$ cat src/design/chtb_pkg.sv
`timescale 1ns / 1ps
`default_nettype none

package chtb_pkg;

	localparam int IDX_W  = 9;
	localparam int LEN_W  = 4;
	localparam int CODE_W = 16;
	localparam int LINK_W = 10;
	localparam int CFG_W  = 9;
	localparam int STS_W  = 2;

	localparam logic [1:0] REQ_WRITE = 2'd0;
	localparam logic [1:0] REQ_BUILD = 2'd1;
	localparam logic [1:0] REQ_READ  = 2'd2;

	localparam logic [STS_W-1:0] ST_OK  = 2'd0;
	localparam logic [STS_W-1:0] ST_BAD = 2'd1;
	localparam logic [STS_W-1:0] ST_OVF = 2'd2;

	localparam logic [CFG_W-1:0] ACTIVE_RESET = 9'd256;

	typedef struct packed {
		logic idle;
		logic clr;
		logic build_init;
		logic lclr;
		logic h_add;
		logic nc;
		logic a_wr;
		logic t_chk;
		logic n_ev;
		logic fin;
	} chtb_cmd_t;

	typedef struct packed {
		logic clr_last;
		logic lclr_last;
		logic sym_last;
		logic nc_last;
		logic len_zero;
		logic j_zero;
		logic slot_empty;
		logic pool_full;
	} chtb_sts_t;

endpackage

`default_nettype wire

$ cat src/design/chtb_ctrl.sv
`timescale 1ns / 1ps
`default_nettype none

module chtb_ctrl
	import chtb_pkg::*;
(
	input  wire logic       clk,
	input  wire logic       arst_n,
	input  wire logic       start,
	input  wire logic [1:0] req_type,
	input  wire chtb_sts_t  sts,
	output chtb_cmd_t       cmd,
	output logic            busy
);

	localparam logic [3:0] S_CLR  = 4'd0;
	localparam logic [3:0] S_IDLE = 4'd1;
	localparam logic [3:0] S_LCLR = 4'd2;
	localparam logic [3:0] S_HRD  = 4'd3;
	localparam logic [3:0] S_HADD = 4'd4;
	localparam logic [3:0] S_NC   = 4'd5;
	localparam logic [3:0] S_ARD  = 4'd6;
	localparam logic [3:0] S_AWR  = 4'd7;
	localparam logic [3:0] S_TRD  = 4'd8;
	localparam logic [3:0] S_TCHK = 4'd9;
	localparam logic [3:0] S_NRD  = 4'd10;
	localparam logic [3:0] S_NEV  = 4'd11;
	localparam logic [3:0] S_FIN  = 4'd12;

	logic [3:0] state_q, state_d;

	always_comb begin
		state_d = state_q;
		cmd     = '0;
		unique case (state_q)
			S_CLR: begin
				cmd.clr = 1'b1;
				if (sts.clr_last) state_d = S_IDLE;
			end
			S_IDLE: begin
				cmd.idle = 1'b1;
				if (start && req_type == REQ_BUILD) begin
					cmd.build_init = 1'b1;
					state_d        = S_LCLR;
				end
			end
			S_LCLR: begin
				cmd.lclr = 1'b1;
				if (sts.lclr_last) state_d = S_HRD;
			end
			S_HRD: state_d = S_HADD;
			S_HADD: begin
				cmd.h_add = 1'b1;
				state_d   = sts.sym_last ? S_NC : S_HRD;
			end
			S_NC: begin
				cmd.nc = 1'b1;
				if (sts.nc_last) state_d = S_ARD;
			end
			S_ARD: state_d = S_AWR;
			S_AWR: begin
				cmd.a_wr = 1'b1;
				state_d  = sts.sym_last ? S_TRD : S_ARD;
			end
			S_TRD: state_d = S_TCHK;
			S_TCHK: begin
				cmd.t_chk = 1'b1;
				if (!sts.len_zero) state_d = S_NRD;
				else state_d = sts.sym_last ? S_FIN : S_TRD;
			end
			S_NRD: state_d = S_NEV;
			S_NEV: begin
				cmd.n_ev = 1'b1;
				if (sts.j_zero) begin
					if (!sts.slot_empty || sts.sym_last) state_d = S_FIN;
					else state_d = S_TRD;
				end else if (sts.slot_empty && sts.pool_full) begin
					state_d = S_FIN;
				end else begin
					state_d = S_NRD;
				end
			end
			S_FIN: begin
				cmd.fin = 1'b1;
				state_d = S_IDLE;
			end
			default: state_d = S_IDLE;
		endcase
	end

	always_ff @(posedge clk or negedge arst_n) begin
		if (!arst_n) begin
			state_q <= S_CLR;
		end else begin
			state_q <= state_d;
		end
	end

	assign busy = (state_q != S_IDLE);

endmodule

`default_nettype wire

$ cat config.mk
export PLATFORM = sky130hd
export DESIGN_NAME = chtb_ctrl
export DESIGN_NICKNAME = d
export VERILOG_FILES = /design/src/design/chtb_pkg.sv /design/src/design/chtb_ctrl.sv
export SDC_FILE = /design/constraint.sdc
export NUM_CORES = 1
export LEC_CHECK = 0
export ABC_AREA = 1
export BUFFER_PORTS_ARGS = -buffer_cell sky130_fd_sc_hd__buf_2
export CAP_MARGIN = 10
export CORE_AREA = 2 2 39 41
export CTS_CLUSTER_DIAMETER = 200
export DETAILED_ROUTE_END_ITERATION = 10
export DIE_AREA = 0 0 41 43
export PLACE_DENSITY = 0.63
export SETUP_SLACK_MARGIN = 0.3
export SLEW_MARGIN = 20
export SYNTH_ARGS = -nofsm -noshare
export SYNTH_HDL_FRONTEND = slang
export SYNTH_SLANG_ARGS = --single-unit
export TNS_END_PERCENT = 10
$ cat constraint.sdc
create_clock -name clk -period 1.1 [get_ports clk]
set_input_delay 0.275 -clock clk [delete_from_list [all_inputs] [get_ports clk]]
set_output_delay 0.275 -clock clk [all_outputs]
set_load 0.005 [all_outputs]
## After elaboration in Yosys (flattened, before gate mapping)

Index checks and enable logic that the tools add are counted.

- Word-level logic and storage cells: 48
- Bits in registers: 4
- Input port bits: 13

- Eq/ne operators: 18
- Muxes and demuxes: 23
- Reductions and logical operators: 6

Operators by type and width:

| cell | number |
|---|---|
| $pmux 4 s12 | 1 |
| $mux 4 | 6 |
| $eq 4x4->1 const B | 5 |
| $eq 4x3->1 const B | 4 |
| $mux 3 | 5 |
| $mux 1 | 11 |
| $eq 4x2->1 const B | 2 |
| $ne 2x2->1 const B | 4 |
| $eq 4x1->1 const B | 1 |
| $logic_not 4->1 | 1 |
| $ne 4x1->1 const B | 1 |
| $reduce_and 4->1 | 1 |
| $eq 2x1->1 const B | 1 |
| $logic_and 1x1->1 | 2 |
| $logic_not 1->1 | 1 |
| $logic_or 1x1->1 | 1 |

## Logic depth before layout (Yosys ltp)

Gate-level depths: netlist (run 1).

- Word-level depth: 5
- Mapped depth: 8

## Worst setup path after synthesis (run 1)

No wires, ideal clock.

- Path kind: register to output
- Start point: reg state_q[1]
- End point: out cmd[7] in the netlist's numbering
- Required time: 0.825 ns
- Data arrival time: 0.895 ns
- Cell stages (with the launch flop): 6
- Setup slack: -0.070 ns
- Path buffers: 0
- Cell sequence: dfrtp_1 -> inv_1 -> nand2_2 -> nor2_4 -> inv_1 -> nor2_1

RTL lines:

| what | line | RTL |
|---|---|---|
| start, declared | chtb_ctrl.sv:30 | `logic [3:0] state_q, state_d;` |
| start signal, assigned | chtb_ctrl.sv:95 | `state_q <= state_d;` |
| end, declared | chtb_ctrl.sv:12 | `output chtb_cmd_t cmd,` |

==> results.json, run 1 <==
{
  "ys.warnings.count": 0,
  "finalHoldViolCount": 0,
  "max-cap-violations": 0,
  "netSwitchingFraction_pct": 46.84,
  "numCtsBuffers": 3,
  "synth.top_cell.area_share_pct": 23.19,
  "worstPathMaxFanout": 5,
  "dp_cells": 116,
  "clock_power_share_pct": 10.0,
  "path_class": "register to output pin",
  "setup_tns_ns": -3.984,
  "dieArea_um2": 1763,
  "synthXorXnorAreaFrac_pct": 0,
  "ys_seq_area_share_pct": 23.19,
  "cp-start-kind": "register",
  "area_delta_synth_final_pct": 64.64,
  "htreeDepth": 1,
  "post_drt_wl_per_cell_um": 9.760,
  "power_frac_comb_pct": 71.1,
  "synth_adder_area_share_pct": 0,
  "antenna_cells": 0,
  "grt-ovfl-total": 0,
  "synthCells": 70,
  "syn_area_um2": 431.7,
  "ctsRootBufferMaster": "clkbuf_4",
  "regMostFlops": "state_q",
  "synthSimpleGateAreaFrac_pct": 57.68,
  "setup_viol": 14,
  "leakagePower_uw": 0.0004082,
  "postRouteAntennaNets": 0,
  "p_sw_uw": 868.1,
  "synth_top_family_by_area": "simple AND/OR/NAND/NOR gates",
  "hp-class": "primary input to register",
  "clkSlewWorstSetupHoldPaths_ns": 0.04,
  "vias_per_cell": 4.488,
  "run_status": "complete, but fails checks",
  "tightest_slew_ns": 0.2090,
  "cts_tree": "done",
  "grtUsageTotal_pct": 16.48,
  "grt_start_max_net_pins": 8,
  "drt_first_iter_violations": 7,
  "syn-num-nets": 83,
  "drive_gt1_share_pct": 55.05,
  "fin_crit_sh_pct": 131.2,
  "vias": 561,
  "layout_common_cells": "23 x buf_2, 17 x nand2_1, 13 x buf_4",
  "rsz0062_at_grt": "true",
  "report.final.slew_viol_count": 0,
  "synth.distinct_cells": 17,
  "insertion_delay_ns": 0.24,
  "final_common_cell": "buf_2",
  "firstDrtPassIters": 4,
  "cp-end-kind": "output pin",
  "share_seq_of_total_power_pct": 18.9,
  "cts_sinks": 4,
  "place.gp.congestion": 0.8477,
  "maxClockFrequency_mhz": 693.1,
  "cp.arrival_ns": 1.17,
  "worst_slack_ns": -0.3429,
  "p_per_area_nw_per_um2": 2608,
  "portBuffers": 23,
  "drt-total-wl_um": 1220,
  "rows": 14,
  "drc": 0,
  "grt_pass1_wl_um": 2001,
  "syn_area_per_cell_um2": 6.167,
  "die_h_um": 43,
  "final_util_pct": 51.36,
  "post-dp-hpwl_um": 919.7,
  "peakVddDrop_mv": 0.9025,
  "synth_area_leaders": "dfrtp_1 23%, nand2_1 15%, nor2_1 7.8%, nand3_1 7.0%, inv_1 7.0%",
  "pin_count": 24,
  "cp.required_ns": 0.82,
  "nFillCells": 160,
  "ys_ff_latch": 4,
  "internal_power_uw": 985.1,
  "power_uw": 1853,
  "timing.final.crit_period_ns": 1.443,
  "largestRegisters": "state_q x4",
  "relSlewSlack_pct": 86.05,
  "die_x_um": 41,
  "antenna_found_initial": 0,
  "coreArea_um2": 1384,
  "largest_reg_flops": 4,
  "grt_pass1_vias": 507,
  "synth_compound_area_share_pct": 6.957,
  "yosysTopAreaCell": "dfrtp_1",
  "start_util_pct": 31.19,
  "post_layout_nonfiller_instances": 125,
  "fin_skew_ns": 0.005766,
  "clockBufferDepth": 2,
  "violations": "setup timing",
  "finish.net_count": 124,
  "synthMuxAreaShare_pct": 0
}
[critical path: stages, from the launching register on]
cell     delay, ns
dfrtp_2       0.45
inv_2         0.09
nand2_2       0.06
nor2_4        0.12
inv_2         0.04
nor2_1        0.06
buf_2         0.11
[final timing paths]
check / start / to / slack, ns / cells after the start
max: state_q[1] / cmd[7] / -0.34 / 6
min: sts[5] / state_q[3] / 0.32 / 3
max reg2reg: state_q[1] / state_q[1] / -0.23 / 10
min reg2reg: state_q[0] / state_q[0] / 0.66 / 3
max in group asynchronous: arst_n / state_q[3] / 0.59 / 2
min in group asynchronous: arst_n / state_q[2] / 0.37 / 2
[layer usage]
metal / share of wire [%] / up-vias / global-route usage (%)
met5: 0 / - / 0
met4: 0 / 0 / 8.000
met3: 5.3 / 0 / 1.571
met2: 49 / 20 / 26.88
met1: 46 / 243 / 20.32
li1: - / 298 / -
[layout make-up]
cell class | count | area [um^2] | share of cell area (%)
clock buffers | 3 | 22.52 | 3.169
inverters | 11 | 41.29 | 5.810
multi-input cells | 54 | 300.3 | 42.25
flip-flops and latches | 4 | 103.9 | 14.61
well taps | 16 | 20.02 | 2.817
repair buffers | 37 | 222.7 | 31.34
[cells by family after synthesis]
logic type | after synthesis
buffers and inverters | 12
AOI/OAI and AO/OA | 6
DFF | 4
and+or+nand+nor | 48
[stage by stage]
stage	instance area (um^2)	setup slack (ns)	hold WS (ns)
2_1_floorplan	431.7	-0.06075	-0.02059
3_3_place_gp	615.6	-0.1907	0.08245
3_5_place_dp	615.6	-0.1922	0.08236
4_1_cts	701.9	-0.3487	0.3036
5_1_grt	710.7	-0.4336	0.3415
6_report	710.7	-0.3429	0.3162
[Yosys cell counts]
master and n:
dfrtp_1 4, nand2_4 2, a21oi_1 2, nor3_2 1
o21ai_0 1, buf_6 1, nand2_2 2, nor2_2 4
nor2_4 1, nor3_1 2, o21ai_1 3, inv_2 3
nand3b_1 4, nand3_1 6, nand2_1 17, nor2_1 9
inv_1 8
[power by group through the flow]
stage	clock network [uW]	registers, uW	logic (uW)
floorplan	0	286	738
finish	185	350	1320
global route	205	360	1480
detailed placement	0	330	1100
CTS	193	344	1290
global placement	0	324	1100
[timing repair]
action	in CTS	in global routing
hold buffers	1	0
endpoints found under the setup margin	15	15
pin swaps	4	2
buffers inserted	5	0
resized for setup	7	2
hold endpoints to repair	4	0
(Power assumes the default switching activity.)
==> inputs of run 2 (changes only) <==
--- a/config.mk
+++ b/config.mk
@@ -12,7 +12,8 @@
 export CTS_CLUSTER_DIAMETER = 200
 export DETAILED_ROUTE_END_ITERATION = 10
 export DIE_AREA = 0 0 41 43
-export PLACE_DENSITY = 0.63
+export PLACE_DENSITY = 0.61
+export RECOVER_POWER = 50
 export SETUP_SLACK_MARGIN = 0.3
 export SLEW_MARGIN = 20
 export SYNTH_ARGS = -nofsm -noshare
==> constraint.sdc (replaced) <==
create_clock -name clk -period 1.4 [get_ports clk]
set_input_delay 0.35 -clock clk [delete_from_list [all_inputs] [get_ports clk]]
set_output_delay 0.35 -clock clk [all_outputs]
set_load 0.005 [all_outputs]
==> run 2 against run 1 <==
Compared with the run above:
- the run still ends with setup timing left
- hold slack better by 0.073 ns
- combinational power shrank 30%
- via count fell by 2.5%
- non-clock buffer count decreased by 6
- cell area down 5.3%
- clock power decreased by 17%
- cell count is 4.8% lower
- total power shrank 26%
- critical path type unchanged
- critical endpoint unchanged
- largest cell class unchanged
==> results.json, run 2 (synthesis results as in run 1) <==
{
  "run_status": "complete, but fails checks",
  "violations": "setup timing",
  "setup_viol": 11,
  "insertion_delay_ns": 0.25,
  "grt_start_max_net_pins": 9,
  "largest_reg_flops": 4,
  "antenna_found_initial": 0,
  "place.gp.congestion": 0.7833,
  "die_h_um": 43,
  "firstDrtPassIters": 4,
  "antenna_cells": 0,
  "relSlewSlack_pct": 85.96,
  "area_delta_synth_final_pct": 55.94,
  "cp.arrival_ns": 1.19,
  "portBuffers": 23,
  "multiInputGateArea_um2": 306.5,
  "largestRegisters": "state_q x4",
  "cp-end-kind": "output pin",
  "regMostFlops": "state_q",
  "drive_gt1_share_pct": 51.46,
  "cts_sinks": 4,
  "die_x_um": 41,
  "postRouteAntennaNets": 0,
  "rsz0062_at_grt": "true",
  "drt_first_iter_violations": 6,
  "grt-ovfl-total": 0,
  "leakagePower_uw": 0.0003826,
  "clockBufferDepth": 2,
  "regArea_um2": 103.9,
  "pin_count": 24,
  "report.final.slew_viol_count": 0,
  "final_util_pct": 48.64,
  "drt-total-wl_um": 1156,
  "vias_per_cell": 4.597,
  "dieArea_um2": 1763,
  "cp-start-kind": "register",
  "cp.required_ns": 1.05,
  "post_drt_wl_per_cell_um": 9.714,
  "hp-class": "primary input to register",
  "worstPathMaxFanout": 5,
  "grt_pass1_wl_um": 1800,
  "maxClockFrequency_mhz": 647.9,
  "grt_pass1_vias": 453,
  "rows": 14,
  "vias": 547,
  "htreeDepth": 1,
  "finalHoldViolCount": 0,
  "layout_common_cells": "22 x buf_2, 17 x nand2_1, 8 x nor2_1",
  "worst_slack_ns": -0.1435,
  "nFillCells": 145,
  "grtUsageTotal_pct": 15.19,
  "clkSlewWorstSetupHoldPaths_ns": 0.04,
  "finish.net_count": 118,
  "max-cap-violations": 0,
  "whs_ns": 0.3890,
  "tightest_slew_ns": 0.2106,
  "path_class": "register to output pin",
  "ctsRootBufferMaster": "clkbuf_4",
  "fin_crit_sh_pct": 110.3,
  "cts_tree": "done",
  "drc": 0,
  "final_common_cell": "buf_2",
  "peakVddDrop_mv": 0.8466,
  "p_per_area_nw_per_um2": 2035,
  "timing.final.crit_period_ns": 1.544,
  "start_util_pct": 31.19,
  "post-dp-hpwl_um": 841.3,
  "fin_skew_ns": 0.004528,
  "coreArea_um2": 1384,
  "numCtsBuffers": 3
}
-- run 2: changes by cell type in the layout (fill, tap and decap cells not counted), sizes merged --
| cell | delta |
|---|---|
| clkbuf | +1 |
| buf | -7 |
-- run 2: repair_timing --
item / in CTS / in global routing
setup buffers: 3 / 3
pin swaps: 4 / 2
hold buffers: 1 / 0
hold endpoints to repair: 4 / 0
gates resized for setup: 10 / 2
endpoints found under the setup margin: 14 / 15
-- run 2: path summary, 6_finish.rpt --
check | startpoint | endpoint | slack [ns] | cells after the start
max | state_q[1] | cmd[7] | -0.14 | 6
max reg2reg | state_q[1] | state_q[1] | 0.08 | 10
max in group asynchronous | arst_n | state_q[0] | 0.73 | 2
min reg2reg | state_q[2] | state_q[3] | 0.64 | 3
min | sts[5] | state_q[3] | 0.39 | 3
min in group asynchronous | arst_n | state_q[2] | 0.47 | 2
-- run 2: power by group --
part           switching (uW)  internal [uW]
Sequential                111            181
Clock                    57.7           96.6
Combinational             503            422
-- run 2: metal layers --
metal,vias up,routed length (um),track usage (%)
met3,2,75,1.571
met4,0,22,10.00
met5,-,0,0
met2,22,541,22.50
met1,237,517,19.74
li1,286,-,-
-- run 2: cell type report --
class	instances	share of cell area, %
clock buffer	3	3.346
inverter	11	6.506
multi-input combinational	54	45.54
sequential	4	15.43
tap	16	2.974
timing repair buffer	31	26.21
-- run 2: critical path, cell delays in order, from the launching register on --
cell and delay (ns):
dfrtp_2 0.46, inv_2 0.09, nand2_2 0.06, nor2_4 0.12
inv_2 0.04, nor2_1 0.07, buf_2 0.11
-- run 2: metrics by stage --
stage | std cells | area [um^2] | TNS, ns | worst slack [ns] | total power (uW)
after floorplan | 70 | 431.7 | 0 | 0.1642 | 804.4
after global placement | 109 | 563.0 | 0 | 0.02441 | 1002
after detailed placement | 109 | 563.0 | 0 | 0.01553 | 997.2
after CTS | 116 | 644.4 | -1.046 | -0.1435 | 1305
after global routing | 119 | 673.1 | -1.812 | -0.2081 | 1507
final | 119 | 673.1 | -1.127 | -0.1435 | 1370
==> inputs of run 3 (changes only) <==
--- a/config.mk
+++ b/config.mk
@@ -6,16 +6,16 @@
 export NUM_CORES = 1
 export LEC_CHECK = 0
 export ABC_AREA = 1
-export BUFFER_PORTS_ARGS = -buffer_cell sky130_fd_sc_hd__buf_2
+export BUFFER_PORTS_ARGS = -buffer_cell sky130_fd_sc_hd__clkbuf_2
 export CAP_MARGIN = 10
-export CORE_AREA = 2 2 39 41
+export CORE_AREA = 10 10 47 49
 export CTS_CLUSTER_DIAMETER = 200
 export DETAILED_ROUTE_END_ITERATION = 10
-export DIE_AREA = 0 0 41 43
+export DIE_AREA = 0 0 57 59
 export PLACE_DENSITY = 0.61
 export RECOVER_POWER = 50
 export SETUP_SLACK_MARGIN = 0.3
-export SLEW_MARGIN = 20
+export SLEW_MARGIN = 25
 export SYNTH_ARGS = -nofsm -noshare
 export SYNTH_HDL_FRONTEND = slang
 export SYNTH_SLANG_ARGS = --single-unit
==> run 3 against run 2 <==
Compared with the run above:
- the flow still finishes with violations (setup timing)
- die area increased by 91%
- via count fell by 3.1%
- sequential power fell by 2%
- critical path type unchanged
- non-clock buffer count down 2
- largest power group unchanged
- sequential cell count is the same
- sequential share of layout area up 0.50 points
- register-to-register slack gained 0.07 ns
- clock power fell by 7%
- highest routed layer is now met3
- cell count is 1.7% lower
- clock skew decreased by 0.0039 ns
- cell area decreased by 3.2%
==> results.json, run 3 (synthesis results as in run 1) <==
{
  "run_status": "complete, but fails checks",
  "violations": "setup timing",
  "layout_common_cells": "20 x clkbuf_2, 16 x nand2_1, 7 x nor2_1",
  "crit_end": "cmd[7]",
  "rows": 14,
  "post-dp-hpwl_um": 1048,
  "drc": 0,
  "path_class": "register to output pin",
  "p_per_area_nw_per_um2": 2006,
  "power_frac_comb_pct": 67.4,
  "power_uw": 1308,
  "worst_slack_ns": -0.1542,
  "p_sw_uw": 649.0,
  "numCtsBuffers": 3,
  "portBuffers": 23,
  "regMostFlops": "state_q",
  "drt_first_iter_violations": 3,
  "peakVddDrop_mv": 0.8339,
  "clock_power_share_pct": 11.0,
  "cp-start-kind": "register",
  "cts_sinks": 4,
  "htreeDepth": 1,
  "vias": 530,
  "dieArea_um2": 3363,
  "finish.net_count": 116,
  "largest_reg_flops": 4,
  "largestRegisters": "state_q x4",
  "relSlewSlack_pct": 86.19,
  "reg2reg_depth": 9,
  "insertion_delay_ns": 0.23,
  "drt-total-wl_um": 1280,
  "cp.required_ns": 1.05,
  "die_x_um": 57,
  "netSwitchingFraction_pct": 49.64,
  "setup_viol": 11,
  "postRouteAntennaNets": 0,
  "hp-class": "primary input to register",
  "coreArea_um2": 1401,
  "cp-startpoint": "state_q[3]",
  "rsz0062_at_grt": "true",
  "grt_start_max_net_pins": 9,
  "leakagePower_uw": 0.0003697,
  "antenna_cells": 0,
  "finalHoldViolCount": 0,
  "cp-end-kind": "output pin",
  "post_drt_wl_per_cell_um": 10.94,
  "grt_pass1_wl_um": 1959,
  "cp.arrival_ns": 1.20,
  "grt-ovfl-total": 0,
  "grtUsageTotal_pct": 7.053,
  "r2r_setup_slack_ns": 0.15,
  "tightest_slew_ns": 0.2072,
  "firstDrtPassIters": 4,
  "clockBufferDepth": 2,
  "share_seq_of_total_power_pct": 21.7,
  "cts_tree": "done",
  "final_common_cell": "clkbuf_2",
  "max-cap-violations": 0,
  "r2r_end": "state_q[1]",
  "ctsRootBufferMaster": "clkbuf_4",
  "fin_crit_sh_pct": 111.0,
  "start_util_pct": 30.80,
  "vias_per_cell": 4.530,
  "pin_count": 24,
  "final_util_pct": 46.52,
  "clkSlewWorstSetupHoldPaths_ns": 0.04,
  "place.gp.congestion": 0.8668,
  "fin_skew_ns": 0.0006243,
  "internal_power_uw": 658.5,
  "timing.final.crit_period_ns": 1.554,
  "worstPathMaxFanout": 5,
  "die_h_um": 59,
  "area_delta_synth_final_pct": 51.01,
  "report.final.slew_viol_count": 0,
  "r2r-start": "state_q[3]",
  "drive_gt1_share_pct": 51.49,
  "maxClockFrequency_mhz": 643.4,
  "antenna_found_initial": 0,
  "grt_pass1_vias": 514
}
==> run 3: cell count changes in the layout (fill, tap and decap cells not counted), sizes merged <==
cell    previous run  this run
clkbuf             4        24
buf               29         7
==> run 3: power by group through the flow <==
stage | clock, uW | combinational, uW | sequential (uW)
floorplan | 0 | 580 | 224
global placement | 0 | 803 | 256
detailed placement | 0 | 794 | 259
CTS | 149 | 828 | 268
global route | 159 | 990 | 290
finish | 143 | 881 | 284
==> run 3: layer usage <==
metal | global-route usage [%] | part of all wire, % | vias up
li1 | - | - | 284
met1 | 7.628 | 44 | 230
met2 | 11.78 | 52 | 16
met3 | 2.361 | 3.8 | 0
met4 | 4.027 | 0 | 0
met5 | 0 | 0 | -
==> run 3: repair_timing <==
| item | 4_1_cts | 5_1_grt |
|---|---|---|
| endpoints found under the hold margin | 4 | 0 |
| setup buffers | 1 | 1 |
| endpoints found under the setup margin | 14 | 14 |
| resized for setup | 5 | 8 |
| gates cloned | 0 | 0 |
| pin swaps | 1 | 5 |
| hold buffers | 1 | 0 |
==> run 3: critical path, stage by stage (launching register included) <==
cell	delay (ns)
dfrtp_2	0.45
inv_4	0.09
nand2_4	0.07
nor2_4	0.13
inv_2	0.04
nor2_1	0.07
buf_2	0.12
==> run 3: through the flow <==
step           area (um^2)  hold WS (ns)  TNS [ns]  instances  setup slack (ns)
6_report             651.9        0.3857    -1.064        117           -0.1542
5_1_grt              651.9        0.4008    -1.681        117           -0.2062
4_1_cts              624.3        0.3781    -1.095        116           -0.1506
3_5_place_dp         578.1        0.1598         0        111           0.02669
3_3_place_gp         578.1        0.1591         0        111           0.05330
2_1_floorplan        431.7       0.05441         0         70            0.1642
==> run 3: worst min path at each step <==
stage               cells after the start    endpoint  startpoint
floorplan                               0  state_q[0]      arst_n
global placement                        1  state_q[2]      arst_n
detailed placement                      1  state_q[3]      arst_n
CTS                                     3  state_q[3]      sts[5]
global route                            3  state_q[3]      sts[5]
finish                                  3  state_q[3]      sts[5]
==> run 3: layout make-up <==
class	instances	area, um^2
fillers	163	749.5
multi-input cells	54	296.5
repair buffers	29	165.2
flip-flops and latches	4	103.9
inverters	11	43.79
clock buffers	3	22.52
well taps	16	20.02
